$ cat src/x86dec_pkg.sv
// ----------------------------------------------------------------------------
// x86dec_pkg
// Shared types, constants and helper functions for the 16-bit x86
// mov/add/sub/cmp instruction decoder.
// ----------------------------------------------------------------------------
package x86dec_pkg;

  // longest handled instruction: opcode, mod-reg-r/m, two disp, two imm
  localparam int MaxInstrBytes = 6;
  // entries in the queue between byte collection and decoding
  localparam int QueueDepth    = 2;

  // operation codes
  localparam logic [1:0] OpMov = 2'd0;
  localparam logic [1:0] OpAdd = 2'd1;
  localparam logic [1:0] OpSub = 2'd2;
  localparam logic [1:0] OpCmp = 2'd3;

  // instruction forms
  localparam logic [2:0] FormRmReg    = 3'd0;
  localparam logic [2:0] FormImmToRm  = 3'd1;
  localparam logic [2:0] FormImmToAcc = 3'd2;
  localparam logic [2:0] FormImmToReg = 3'd3;
  localparam logic [2:0] FormMemToAcc = 3'd4;
  localparam logic [2:0] FormAccToMem = 3'd5;

  // r/m code for a direct address
  localparam logic [2:0] RmDirect = 3'd6;

  // opcode classes
  typedef enum logic [2:0] {
    KIND_NONE   = 3'd0,
    KIND_MOVRM  = 3'd1,
    KIND_MOVIMM = 3'd2,
    KIND_GROUP  = 3'd3,
    KIND_ARITH  = 3'd4,
    KIND_ACCIMM = 3'd5,
    KIND_REGIMM = 3'd6,
    KIND_ACCMEM = 3'd7
  } kind_t;

  // one collected instruction, handed from front to back
  typedef struct packed {
    logic [MaxInstrBytes-1:0][7:0] instr_bytes;
    kind_t                         kind;
    logic [2:0]                    len;
  } instr_t;

  // one decoded record
  typedef struct packed {
    logic [1:0]         operation;
    logic [2:0]         form;
    logic               wide;
    logic               to_register;
    logic [1:0]         mode_field;
    logic [2:0]         reg_field;
    logic [2:0]         rm_field;
    logic signed [15:0] displacement;
    logic signed [15:0] immediate;
    logic [2:0]         length;
    logic               unknown;
  } rec_t;

  // opcode class from the first byte
  function automatic kind_t classify(input logic [7:0] b);
    kind_t k;
    k = KIND_NONE;
    if (b[7:2] == 6'h22) begin
      k = KIND_MOVRM;
    end else if (b[7:1] == 7'h63) begin
      k = KIND_MOVIMM;
    end else if (b[7:2] == 6'h20) begin
      k = KIND_GROUP;
    end else if (b[7:4] == 4'hB) begin
      k = KIND_REGIMM;
    end else if (b[7:1] == 7'h50 || b[7:1] == 7'h51) begin
      k = KIND_ACCMEM;
    end else if (b[7:6] == 2'b00 && b[2:0] <= 3'd5) begin
      if (b[5:3] == 3'd0 || b[5:3] == 3'd5 || b[5:3] == 3'd7) begin
        k = (b[2:0] < 3'd4) ? KIND_ARITH : KIND_ACCIMM;
      end
    end
    return k;
  endfunction

  // displacement bytes that follow the addressing byte
  function automatic logic [1:0] disp_bytes(input logic [7:0] modrm);
    logic [1:0] n;
    case (modrm[7:6])
      2'd0:    n = (modrm[2:0] == RmDirect) ? 2'd2 : 2'd0;
      2'd1:    n = 2'd1;
      2'd2:    n = 2'd2;
      default: n = 2'd0;
    endcase
    return n;
  endfunction

  // immediate bytes for the immediate-to-r/m forms
  function automatic logic [1:0] imm_bytes(input kind_t k, input logic [7:0] b);
    logic [1:0] n;
    n = 2'd0;
    if (k == KIND_MOVIMM) begin
      n = b[0] ? 2'd2 : 2'd1;
    end else if (k == KIND_GROUP) begin
      n = (b == 8'h81) ? 2'd2 : 2'd1;
    end
    return n;
  endfunction

  // arithmetic operation from a three-bit group code
  function automatic logic [1:0] arith_op(input logic [2:0] g);
    logic [1:0] op;
    case (g)
      3'd0:    op = OpAdd;
      3'd5:    op = OpSub;
      3'd7:    op = OpCmp;
      default: op = OpMov;
    endcase
    return op;
  endfunction

  function automatic logic [15:0] sext8(input logic [7:0] v);
    return {{8{v[7]}}, v};
  endfunction

endpackage

$ cat src/x86dec_front.sv
// ----------------------------------------------------------------------------
// x86dec_front
// Collects code bytes, classifies the opcode, works out the instruction
// length and pushes each complete instruction into the queue.
// ----------------------------------------------------------------------------
module x86dec_front (
  input  logic                clk,
  input  logic                rst_n,
  input  logic                in_valid,
  output logic                in_stall,
  input  logic [7:0]          in_code_byte,
  input  logic                q_full,
  output logic                q_push,
  output x86dec_pkg::instr_t  q_entry
);

  logic [7:0]                  held_r [x86dec_pkg::MaxInstrBytes];
  logic [2:0]                  taken_r, taken_nxt;
  logic [2:0]                  needed_r, needed_nxt;
  logic [7:0]                  first_byte;
  logic [7:0]                  modrm_byte;
  x86dec_pkg::kind_t           kind;
  logic [2:0]                  len_calc;
  logic [2:0]                  needed;
  logic [2:0]                  taken_inc;
  logic                        done;
  logic                        accept;
  logic [x86dec_pkg::MaxInstrBytes-1:0][7:0] cur_bytes;

  assign in_stall = q_full;
  assign accept   = in_valid && !q_full;

  // classify and size the instruction including the byte now arriving
  always_comb begin
    first_byte = (taken_r == 3'd0) ? in_code_byte : held_r[0];
    modrm_byte = (taken_r == 3'd1) ? in_code_byte : held_r[1];
    kind       = x86dec_pkg::classify(first_byte);
    unique case (kind)
      x86dec_pkg::KIND_ACCIMM: len_calc = first_byte[0] ? 3'd3 : 3'd2;
      x86dec_pkg::KIND_REGIMM: len_calc = first_byte[3] ? 3'd3 : 3'd2;
      x86dec_pkg::KIND_ACCMEM: len_calc = 3'd3;
      x86dec_pkg::KIND_MOVRM, x86dec_pkg::KIND_MOVIMM,
      x86dec_pkg::KIND_GROUP, x86dec_pkg::KIND_ARITH: begin
        if (taken_r == 3'd0) begin
          len_calc = 3'd0;
        end else begin
          len_calc = 3'd2 + {1'b0, x86dec_pkg::disp_bytes(modrm_byte)}
                   + {1'b0, x86dec_pkg::imm_bytes(kind, first_byte)};
        end
      end
      default: len_calc = 3'd1;
    endcase
    needed    = (needed_r != 3'd0) ? needed_r : len_calc;
    taken_inc = taken_r + 3'd1;
    done      = (needed != 3'd0) && (taken_inc >= needed);
    for (int i = 0; i < x86dec_pkg::MaxInstrBytes; i++) begin
      cur_bytes[i] = (taken_r == 3'(i)) ? in_code_byte : held_r[i];
    end
  end

  // queue entry for a finished instruction
  assign q_push              = accept && done;
  assign q_entry.instr_bytes = cur_bytes;
  assign q_entry.kind        = kind;
  assign q_entry.len         = needed;

  // next counter values
  always_comb begin
    taken_nxt  = taken_r;
    needed_nxt = needed_r;
    if (accept) begin
      if (done) begin
        taken_nxt  = 3'd0;
        needed_nxt = 3'd0;
      end else begin
        taken_nxt  = taken_inc;
        needed_nxt = needed;
      end
    end
  end

  // byte store
  always_ff @(posedge clk) begin
    if (accept) begin
      held_r[taken_r] <= in_code_byte;
    end
  end

  // collection counters
  always_ff @(posedge clk) begin
    if (!rst_n) begin
      taken_r  <= 3'd0;
      needed_r <= 3'd0;
    end else begin
      taken_r  <= taken_nxt;
      needed_r <= needed_nxt;
    end
  end

endmodule

$ cat src/x86dec_queue.sv
// ----------------------------------------------------------------------------
// x86dec_queue
// Small queue of collected instructions between the front and the back.
// ----------------------------------------------------------------------------
module x86dec_queue (
  input  logic               clk,
  input  logic               rst_n,
  input  logic               push,
  input  x86dec_pkg::instr_t push_entry,
  output logic               full,
  input  logic               pop,
  output logic               not_empty,
  output x86dec_pkg::instr_t head
);

  localparam int PtrW = $clog2(x86dec_pkg::QueueDepth);
  localparam int CntW = $clog2(x86dec_pkg::QueueDepth + 1);

  x86dec_pkg::instr_t  slot_r [x86dec_pkg::QueueDepth];
  logic [PtrW-1:0]     wr_ptr_r, wr_ptr_nxt;
  logic [PtrW-1:0]     rd_ptr_r, rd_ptr_nxt;
  logic [CntW-1:0]     count_r, count_nxt;

  assign full      = (count_r == CntW'(x86dec_pkg::QueueDepth));
  assign not_empty = (count_r != '0);
  assign head      = slot_r[rd_ptr_r];

  // pointer and count update
  always_comb begin
    wr_ptr_nxt = wr_ptr_r;
    rd_ptr_nxt = rd_ptr_r;
    count_nxt  = count_r;
    if (push) begin
      wr_ptr_nxt = (wr_ptr_r == PtrW'(x86dec_pkg::QueueDepth - 1)) ? '0 : wr_ptr_r + 1'b1;
    end
    if (pop) begin
      rd_ptr_nxt = (rd_ptr_r == PtrW'(x86dec_pkg::QueueDepth - 1)) ? '0 : rd_ptr_r + 1'b1;
    end
    case ({push, pop})
      2'b10:   count_nxt = count_r + 1'b1;
      2'b01:   count_nxt = count_r - 1'b1;
      default: count_nxt = count_r;
    endcase
  end

  // entry storage
  always_ff @(posedge clk) begin
    if (push) begin
      slot_r[wr_ptr_r] <= push_entry;
    end
  end

  always_ff @(posedge clk) begin
    if (!rst_n) begin
      wr_ptr_r <= '0;
      rd_ptr_r <= '0;
      count_r  <= '0;
    end else begin
      wr_ptr_r <= wr_ptr_nxt;
      rd_ptr_r <= rd_ptr_nxt;
      count_r  <= count_nxt;
    end
  end

endmodule

$ cat src/x86dec_back.sv
// ----------------------------------------------------------------------------
// x86dec_back
// Decodes the instruction at the head of the queue into one record and
// holds it in the output register until it is taken.
// ----------------------------------------------------------------------------
module x86dec_back (
  input  logic               clk,
  input  logic               rst_n,
  input  logic               q_not_empty,
  input  x86dec_pkg::instr_t q_head,
  output logic               q_pop,
  output logic               out_valid,
  input  logic               out_stall,
  output x86dec_pkg::rec_t   out_rec
);

  x86dec_pkg::rec_t   rec;
  x86dec_pkg::rec_t   rec_r;
  logic               valid_r, valid_nxt;
  logic [7:0]         b0;
  logic [7:0]         modrm;
  logic [1:0]         dl;
  logic [1:0]         il;
  logic [7:0]         imm_lo;
  logic [7:0]         imm_hi;
  logic [15:0]        word1;

  assign out_valid = valid_r;
  assign out_rec   = rec_r;
  assign q_pop     = q_not_empty && (!valid_r || !out_stall);

  // record decode
  always_comb begin
    b0     = q_head.instr_bytes[0];
    modrm  = q_head.instr_bytes[1];
    dl     = x86dec_pkg::disp_bytes(modrm);
    il     = x86dec_pkg::imm_bytes(q_head.kind, b0);
    word1  = {q_head.instr_bytes[2], q_head.instr_bytes[1]};
    // immediate follows the displacement
    case (dl)
      2'd1: begin
        imm_lo = q_head.instr_bytes[3];
        imm_hi = q_head.instr_bytes[4];
      end
      2'd2: begin
        imm_lo = q_head.instr_bytes[4];
        imm_hi = q_head.instr_bytes[5];
      end
      default: begin
        imm_lo = q_head.instr_bytes[2];
        imm_hi = q_head.instr_bytes[3];
      end
    endcase

    rec        = '0;
    rec.length = q_head.len;
    unique case (q_head.kind)
      x86dec_pkg::KIND_MOVRM, x86dec_pkg::KIND_ARITH,
      x86dec_pkg::KIND_MOVIMM, x86dec_pkg::KIND_GROUP: begin
        rec.mode_field = modrm[7:6];
        rec.reg_field  = modrm[5:3];
        rec.rm_field   = modrm[2:0];
        rec.wide       = b0[0];
        if (dl == 2'd1) begin
          rec.displacement = x86dec_pkg::sext8(q_head.instr_bytes[2]);
        end else if (dl == 2'd2) begin
          rec.displacement = {q_head.instr_bytes[3], q_head.instr_bytes[2]};
        end
        if (q_head.kind == x86dec_pkg::KIND_MOVRM || q_head.kind == x86dec_pkg::KIND_ARITH) begin
          rec.operation   = (q_head.kind == x86dec_pkg::KIND_ARITH) ?
                            x86dec_pkg::arith_op(b0[5:3]) : x86dec_pkg::OpMov;
          rec.form        = x86dec_pkg::FormRmReg;
          rec.to_register = b0[1];
        end else begin
          rec.form      = x86dec_pkg::FormImmToRm;
          rec.immediate = (il == 2'd2) ? {imm_hi, imm_lo} : x86dec_pkg::sext8(imm_lo);
          if (q_head.kind == x86dec_pkg::KIND_GROUP) begin
            if (modrm[5:3] != 3'd0 && modrm[5:3] != 3'd5 && modrm[5:3] != 3'd7) begin
              // group code other than add, sub or cmp
              rec         = '0;
              rec.length  = q_head.len;
              rec.unknown = 1'b1;
            end else begin
              rec.operation = x86dec_pkg::arith_op(modrm[5:3]);
            end
          end
        end
      end
      x86dec_pkg::KIND_ACCIMM: begin
        rec.operation   = x86dec_pkg::arith_op(b0[5:3]);
        rec.form        = x86dec_pkg::FormImmToAcc;
        rec.wide        = b0[0];
        rec.to_register = 1'b1;
        rec.immediate   = b0[0] ? word1 : x86dec_pkg::sext8(q_head.instr_bytes[1]);
      end
      x86dec_pkg::KIND_REGIMM: begin
        rec.form        = x86dec_pkg::FormImmToReg;
        rec.wide        = b0[3];
        rec.to_register = 1'b1;
        rec.reg_field   = b0[2:0];
        rec.immediate   = b0[3] ? word1 : x86dec_pkg::sext8(q_head.instr_bytes[1]);
      end
      x86dec_pkg::KIND_ACCMEM: begin
        rec.form         = b0[1] ? x86dec_pkg::FormAccToMem : x86dec_pkg::FormMemToAcc;
        rec.wide         = b0[0];
        rec.to_register  = !b0[1];
        rec.rm_field     = x86dec_pkg::RmDirect;
        rec.displacement = word1;
      end
      default: begin
        rec.length  = 3'd1;
        rec.unknown = 1'b1;
      end
    endcase
  end

  // output valid
  always_comb begin
    valid_nxt = valid_r;
    if (q_pop) begin
      valid_nxt = 1'b1;
    end else if (!out_stall) begin
      valid_nxt = 1'b0;
    end
  end

  // output record register
  always_ff @(posedge clk) begin
    if (q_pop) begin
      rec_r <= rec;
    end
  end

  always_ff @(posedge clk) begin
    if (!rst_n) begin
      valid_r <= 1'b0;
    end else begin
      valid_r <= valid_nxt;
    end
  end

endmodule

$ cat src/x86_16_mov_alu_instruction_decoder.sv
// ----------------------------------------------------------------------------
// x86_16_mov_alu_instruction_decoder
// Byte-stream decoder for the 16-bit x86 mov, add, sub and cmp forms.
// ----------------------------------------------------------------------------
//   channel   direction  handshake          payload
//   in_       input      in_valid/in_stall  in_code_byte
//   out_      output     out_valid/out_stall decoded record, one per instruction
//
// One code byte is taken per cycle while in_stall is low; each instruction is
// queued with its last byte, then decoded and its record registered.
// The front collects bytes into a six-byte store and a two-entry queue feeds
// the decode stage, so the front keeps taking bytes while a record waits.
// in_stall rises only when the queue is full behind a stalled output.
// Synchronous reset clears the byte counters, the queue and the output valid.
// ----------------------------------------------------------------------------
module x86_16_mov_alu_instruction_decoder (
  input  logic               clk,
  input  logic               rst_n,
  input  logic               in_valid,
  output logic               in_stall,
  input  logic [7:0]         in_code_byte,
  output logic               out_valid,
  input  logic               out_stall,
  output logic [1:0]         out_operation,
  output logic [2:0]         out_form,
  output logic               out_wide,
  output logic               out_to_register,
  output logic [1:0]         out_mode_field,
  output logic [2:0]         out_reg_field,
  output logic [2:0]         out_rm_field,
  output logic signed [15:0] out_displacement,
  output logic signed [15:0] out_immediate,
  output logic [2:0]         out_length,
  output logic               out_unknown
);

  x86dec_pkg::instr_t push_entry;
  x86dec_pkg::instr_t head;
  x86dec_pkg::rec_t   rec;
  logic               q_push;
  logic               q_full;
  logic               q_pop;
  logic               q_not_empty;

  // byte collection
  x86dec_front u_front (
    .clk          (clk),
    .rst_n        (rst_n),
    .in_valid     (in_valid),
    .in_stall     (in_stall),
    .in_code_byte (in_code_byte),
    .q_full       (q_full),
    .q_push       (q_push),
    .q_entry      (push_entry)
  );

  // instruction queue
  x86dec_queue u_queue (
    .clk        (clk),
    .rst_n      (rst_n),
    .push       (q_push),
    .push_entry (push_entry),
    .full       (q_full),
    .pop        (q_pop),
    .not_empty  (q_not_empty),
    .head       (head)
  );

  // decode and output register
  x86dec_back u_back (
    .clk         (clk),
    .rst_n       (rst_n),
    .q_not_empty (q_not_empty),
    .q_head      (head),
    .q_pop       (q_pop),
    .out_valid   (out_valid),
    .out_stall   (out_stall),
    .out_rec     (rec)
  );

  assign out_operation    = rec.operation;
  assign out_form         = rec.form;
  assign out_wide         = rec.wide;
  assign out_to_register  = rec.to_register;
  assign out_mode_field   = rec.mode_field;
  assign out_reg_field    = rec.reg_field;
  assign out_rm_field     = rec.rm_field;
  assign out_displacement = rec.displacement;
  assign out_immediate    = rec.immediate;
  assign out_length       = rec.length;
  assign out_unknown      = rec.unknown;

endmodule

$ cat config.mk
export PLATFORM = sky130hd
export DESIGN_NAME = x86_16_mov_alu_instruction_decoder
export DESIGN_NICKNAME = d
export VERILOG_FILES = /design/src/x86dec_pkg.sv /design/src/x86dec_front.sv /design/src/x86dec_queue.sv /design/src/x86dec_back.sv /design/src/x86_16_mov_alu_instruction_decoder.sv
export SDC_FILE = /design/constraint.sdc
export NUM_CORES = 1
export LEC_CHECK = 0
export BUFFER_PORTS_ARGS = -buffer_cell sky130_fd_sc_hd__buf_2
export CORE_MARGIN = 3
export CORE_UTILIZATION = 40
export DETAILED_ROUTE_END_ITERATION = 10
export PLACE_DENSITY = 0.61
export SYNTH_ARGS = -nofsm -noshare
export SYNTH_HDL_FRONTEND = slang
export SYNTH_SLANG_ARGS = --single-unit
$ cat constraint.sdc
create_clock -name clk -period 8.5 [get_ports clk]
set_input_delay 0.425 -clock clk [delete_from_list [all_inputs] [get_ports clk]]
set_output_delay 0.425 -clock clk [all_outputs]
set_load 0.01 [all_outputs]
==> impl_summary.log <==
[metrics] portion of the clock cycle consumed by the worst path in the final layout: 78.2%
[metrics] post-synth top area cell: edfxtp_1
[metrics] setup repair after global routing missed its margin: no
[metrics] max-slew violations: 0
[metrics] NumNets Final: 793
[metrics] minimum clock period: 6650 ps
[metrics] static power due to leakage: 3.90 nW
[metrics] nets in the synthesized netlist: 715
[metrics] count of buffering cells on the critical path with inverters included: 3
[metrics] Chip Height: 162 um
[metrics] critical path, cell by cell: inv_1, ha_1, nand2b_1, mux2i_4, inv_2, mux2i_4, nand3_1, nand2_1, o31ai_1, a21oi_1, ha_1, nand2_1, a211oi_1, a211oi_1, nor2_1, ha_1, nand2b_1, a21o_1, a21oi_1, a311oi_4, nor2b_4, buf_4
[metrics] final routed wire length divided by cell count: 18.7 um
[metrics] highest routing layer actually used: met4
[metrics] sequential cell fraction of total power: 40.8%
[metrics] data required time at the worst endpoint: 8680 ps
[metrics] pin count of the biggest net entering global routing: 64
[metrics] total length of routed met2 wires: 9040 um
[metrics] worst skew pair latency: 510 ps
[metrics] Peak Freq: 150 MHz
[metrics] Slew Limit Headroom: 34.2%
[metrics] core area: 0.0237 mm^2
[metrics] post-synthesis register bit count: 219
[metrics] maximum number of buffers from clock root to sink: 3
[metrics] fraction of layout cells with a size suffix above 1: 23.1%
[metrics] Num Clock Sinks: 219
[metrics] fraction of post-synthesis cell area in the top cell type by area: 64.0%
[metrics] transition time at the pin with the least slew margin: 982 ps
[metrics] number of iterations in the first detailed-routing pass: 5
[metrics] run status: finished clean
[metrics] most instantiated library cell after synthesis: edfxtp_1
[metrics] Setup Crit Path Kind: flip-flop to flip-flop
[metrics] switching power as a share of total power: 35.3%
[metrics] worst setup slack after layout: 1850 ps
[metrics] dominant register cell in the synthesized netlist: edfxtp_1
[metrics] Final Skew: 8.23 ps
[metrics] count of final setup violators: 0
[metrics] # placed instances: 1064
[metrics] DRT Wirelength: 20600 um
[metrics] clock input transition at the sequential cells of the worst setup and hold paths: 60 ps
[metrics] largest vdd supply drop: 0.000142 V
[metrics] weighted congestion at the end of routability-driven global placement: 0.875
[metrics] combinational cell fraction of total power: 36.4%
[metrics] largest stage delay on the critical path: 830 ps
[metrics] startpoint type of the worst setup path: flip-flop
[metrics] Vias per Instance: 5.37
[metrics] global-route wire length before repair: 32400 um
[metrics] number of DRC markers in iteration 0: 398
[metrics] IO buf count: 64
[metrics] async set-or-reset flop fraction in the synthesized netlist: 0%
[metrics] # diodes: 0
[metrics] filler instances: 2102
[metrics] count of unique library cells instantiated by Yosys: 60
[metrics] quantity of hold-fixing buffers added after cts: 0
[metrics] met1 wire length: 9780 um
[metrics] path length in cells of the critical path: 22
[metrics] average footprint of a synthesized cell: 14.1 um^2
[metrics] max_cap viols: 0
[metrics] Cell Count, Final, Fillers Out: 1101
[metrics] number of antenna violations at the first check in global routing: 0
[metrics] count of synthesis-stage warnings from yosys: 0
[metrics] total power divided by cell area: 383 mW/mm^2
[metrics] Top delay family on crit path: simple AND/OR/NAND/NOR gates
[metrics] clock tree from TritonCTS: done
[metrics] clock root buffer: clkbuf_16
[metrics] post-placement worst setup slack: 1950 ps
[metrics] path type of the worst min-delay path: input pin to flip-flop
[metrics] number of global-route vias before repair: 5735
[metrics] cell internal pwr: 2.77 mW
[metrics] cell mode on critical path: ha_1
[metrics] number of gates resized after cts: 0
[metrics] part of the total power dissipated in the clock network: 22.8%
[metrics] die area: 0.0262 mm^2
[metrics] placed cell area: 0.0104 mm^2
[metrics] cell area after layout: 0.0112 mm^2
[metrics] Post-CTS Setup Inserts: 0
[metrics] biggest fanout along the worst timing path: 33
[metrics] area overhead of the layout relative to synthesis: 15.0%
[metrics] top post-synthesis cells by area: edfxtp_1 (64%), mux2_2 (6.7%), mux2i_1 (5.3%)
[metrics] Post-synth EDFFs: 207
[metrics] amount of wire on met3 after detailed routing: 1200 um
[metrics] number of H-tree branching levels: 1
[metrics] DRC errors left: 0
[metrics] antenna-violating nets left: 0
[metrics] total gr overflow: 0
[metrics] number of standard cells after synthesis: 691
[metrics] total routing resource utilization after global routing: 15.6%
[metrics] routed vias: 5916
[metrics] HPWL after detailed placement: 14600 um
[metrics] share of synthesized area occupied by flip-flops and latches: 66.5%
[metrics] instance count along the most critical hold path: 3
[metrics] final hold vios: 0
[metrics] cell types with the highest counts after synthesis: edfxtp_1 (207), mux2_2 (58), nor2_1 (58), mux2i_1 (51), nand2_1 (45)
[metrics] Top Ports: 65
[metrics] Fin Hold WS: 203 ps
[metrics] Netlist Area Pre-Place: 0.00971 mm^2
[metrics] switching power: 1.51 mW
[metrics] data arrival time at the worst-slack endpoint: 6830 ps
[metrics] width of the die: 162 um
[metrics] slowest library cell on the worst path: nor2b_4
[metrics] fin util: 47.2%
[metrics] Setup Total Neg Slack: 0 ps
[metrics] worst reg2reg path depth: 22
[metrics] number of core rows: 56
[metrics] power after layout: 4.28 mW
[metrics] CTS buffer count: 22
[metrics] Critical Path Sink Type: flip-flop
[metrics] Initial Utilization: 41.0%
==> power by group through the flow <==
stage | Sequential [mW] | Combinational (mW) | Clock (mW)
6_report | 1.75 | 1.56 | 0.976
5_1_grt | 1.78 | 1.72 | 1.05
4_1_cts | 1.75 | 1.55 | 1.00
3_5_place_dp | 1.77 | 1.54 | 0
3_3_place_gp | 1.76 | 1.52 | 0
2_1_floorplan | 1.85 | 1.00 | 0
==> layer usage <==
metal	track usage, %	vias to the layer above
li1	-	2845
met1	22.4	2813
met2	23.7	218
met3	2.91	40
met4	5.93	0
met5	0	-
==> sequential cells by signal, summed over array words and instances (netlist names), named ones only <==
register	count
u_queue.wr_ptr_r	1
u_queue.slot_r	108
u_queue.count_r	2
u_front.needed_r	3
u_back.out_rec	51
u_front.taken_r	3
u_back.out_valid	1
u_front.held_r	48
u_queue.rd_ptr_r	1
==> worst paths after layout <==
kind | start | to | slack, ps
worst max register to register | u_front.taken_r[0]$_SDFFE_PN0P_ | u_queue.slot_r[0][47]$_DFFE_PP_ | 1850
worst max-delay path | u_front.taken_r[0]$_SDFFE_PN0P_ | u_queue.slot_r[0][47]$_DFFE_PP_ | 1850
worst min register to register | u_back.out_valid$_SDFFE_PN0P_ | u_back.out_valid$_SDFFE_PN0P_ | 510
worst min-delay path | out_stall | u_back.out_valid$_SDFFE_PN0P_ | 200
==> cell type report <==
type	count	area (um^2)	share of cell area (%)
Clock inverter	14	185	1.66
Sequential cell	219	6460	57.8
Timing Repair Buffer	75	403	3.61
Inverter	19	71.3	0.638
Multi-Input combinational cell	432	3100	27.8
Clock buffer	23	554	4.96
Tap cell	319	399	3.57
==> layout by cell type (no fill, tap or decap), drive strengths merged, types with 3 or more instances in the layout <==
master   netlist  routed
edfxtp       207     207
buf           11      75
nor2          59      59
mux2          58      58
mux2i         54      54
nand2         45      45
a21oi         33      33
o21ai         29      29
clkbuf        10      23
o22ai         21      21
inv           18      18
nand3         14      14
ha            12      12
dfxtp         12      12
nor3           9       9
clkinv         1       9
nand2b         8       8
a22oi          7       7
nor4           7       7
a211oi         5       5
a31oi          5       5
and2           5       5
a2111oi        4       4
o211ai         4       4
and3           4       4
o31ai          4       4
a21o           4       4
bufinv         0       4
or3            3       3
nand3b         3       3
nor2b          3       3
a311oi         3       3
==> worst min-delay path, cell delays in order <==
cell	delay (ps)
buf_2	120
nand2_1	60
a21oi_1	50
==> logic make-up (layout without fill, tap and decap cells) <==
family | after synthesis | count (layout) | share of synthesized area, %
simple gates | 169 | 169 | 8.15
flops | 219 | 219 | 66.5
mux | 112 | 112 | 12.7
xor+xnor | 4 | 4 | 0.361
buf+inv | 40 | 131 | 1.83
fa+ha+maj | 12 | 12 | 1.55
compound gates | 135 | 135 | 8.98
(Power assumes the default switching activity.)
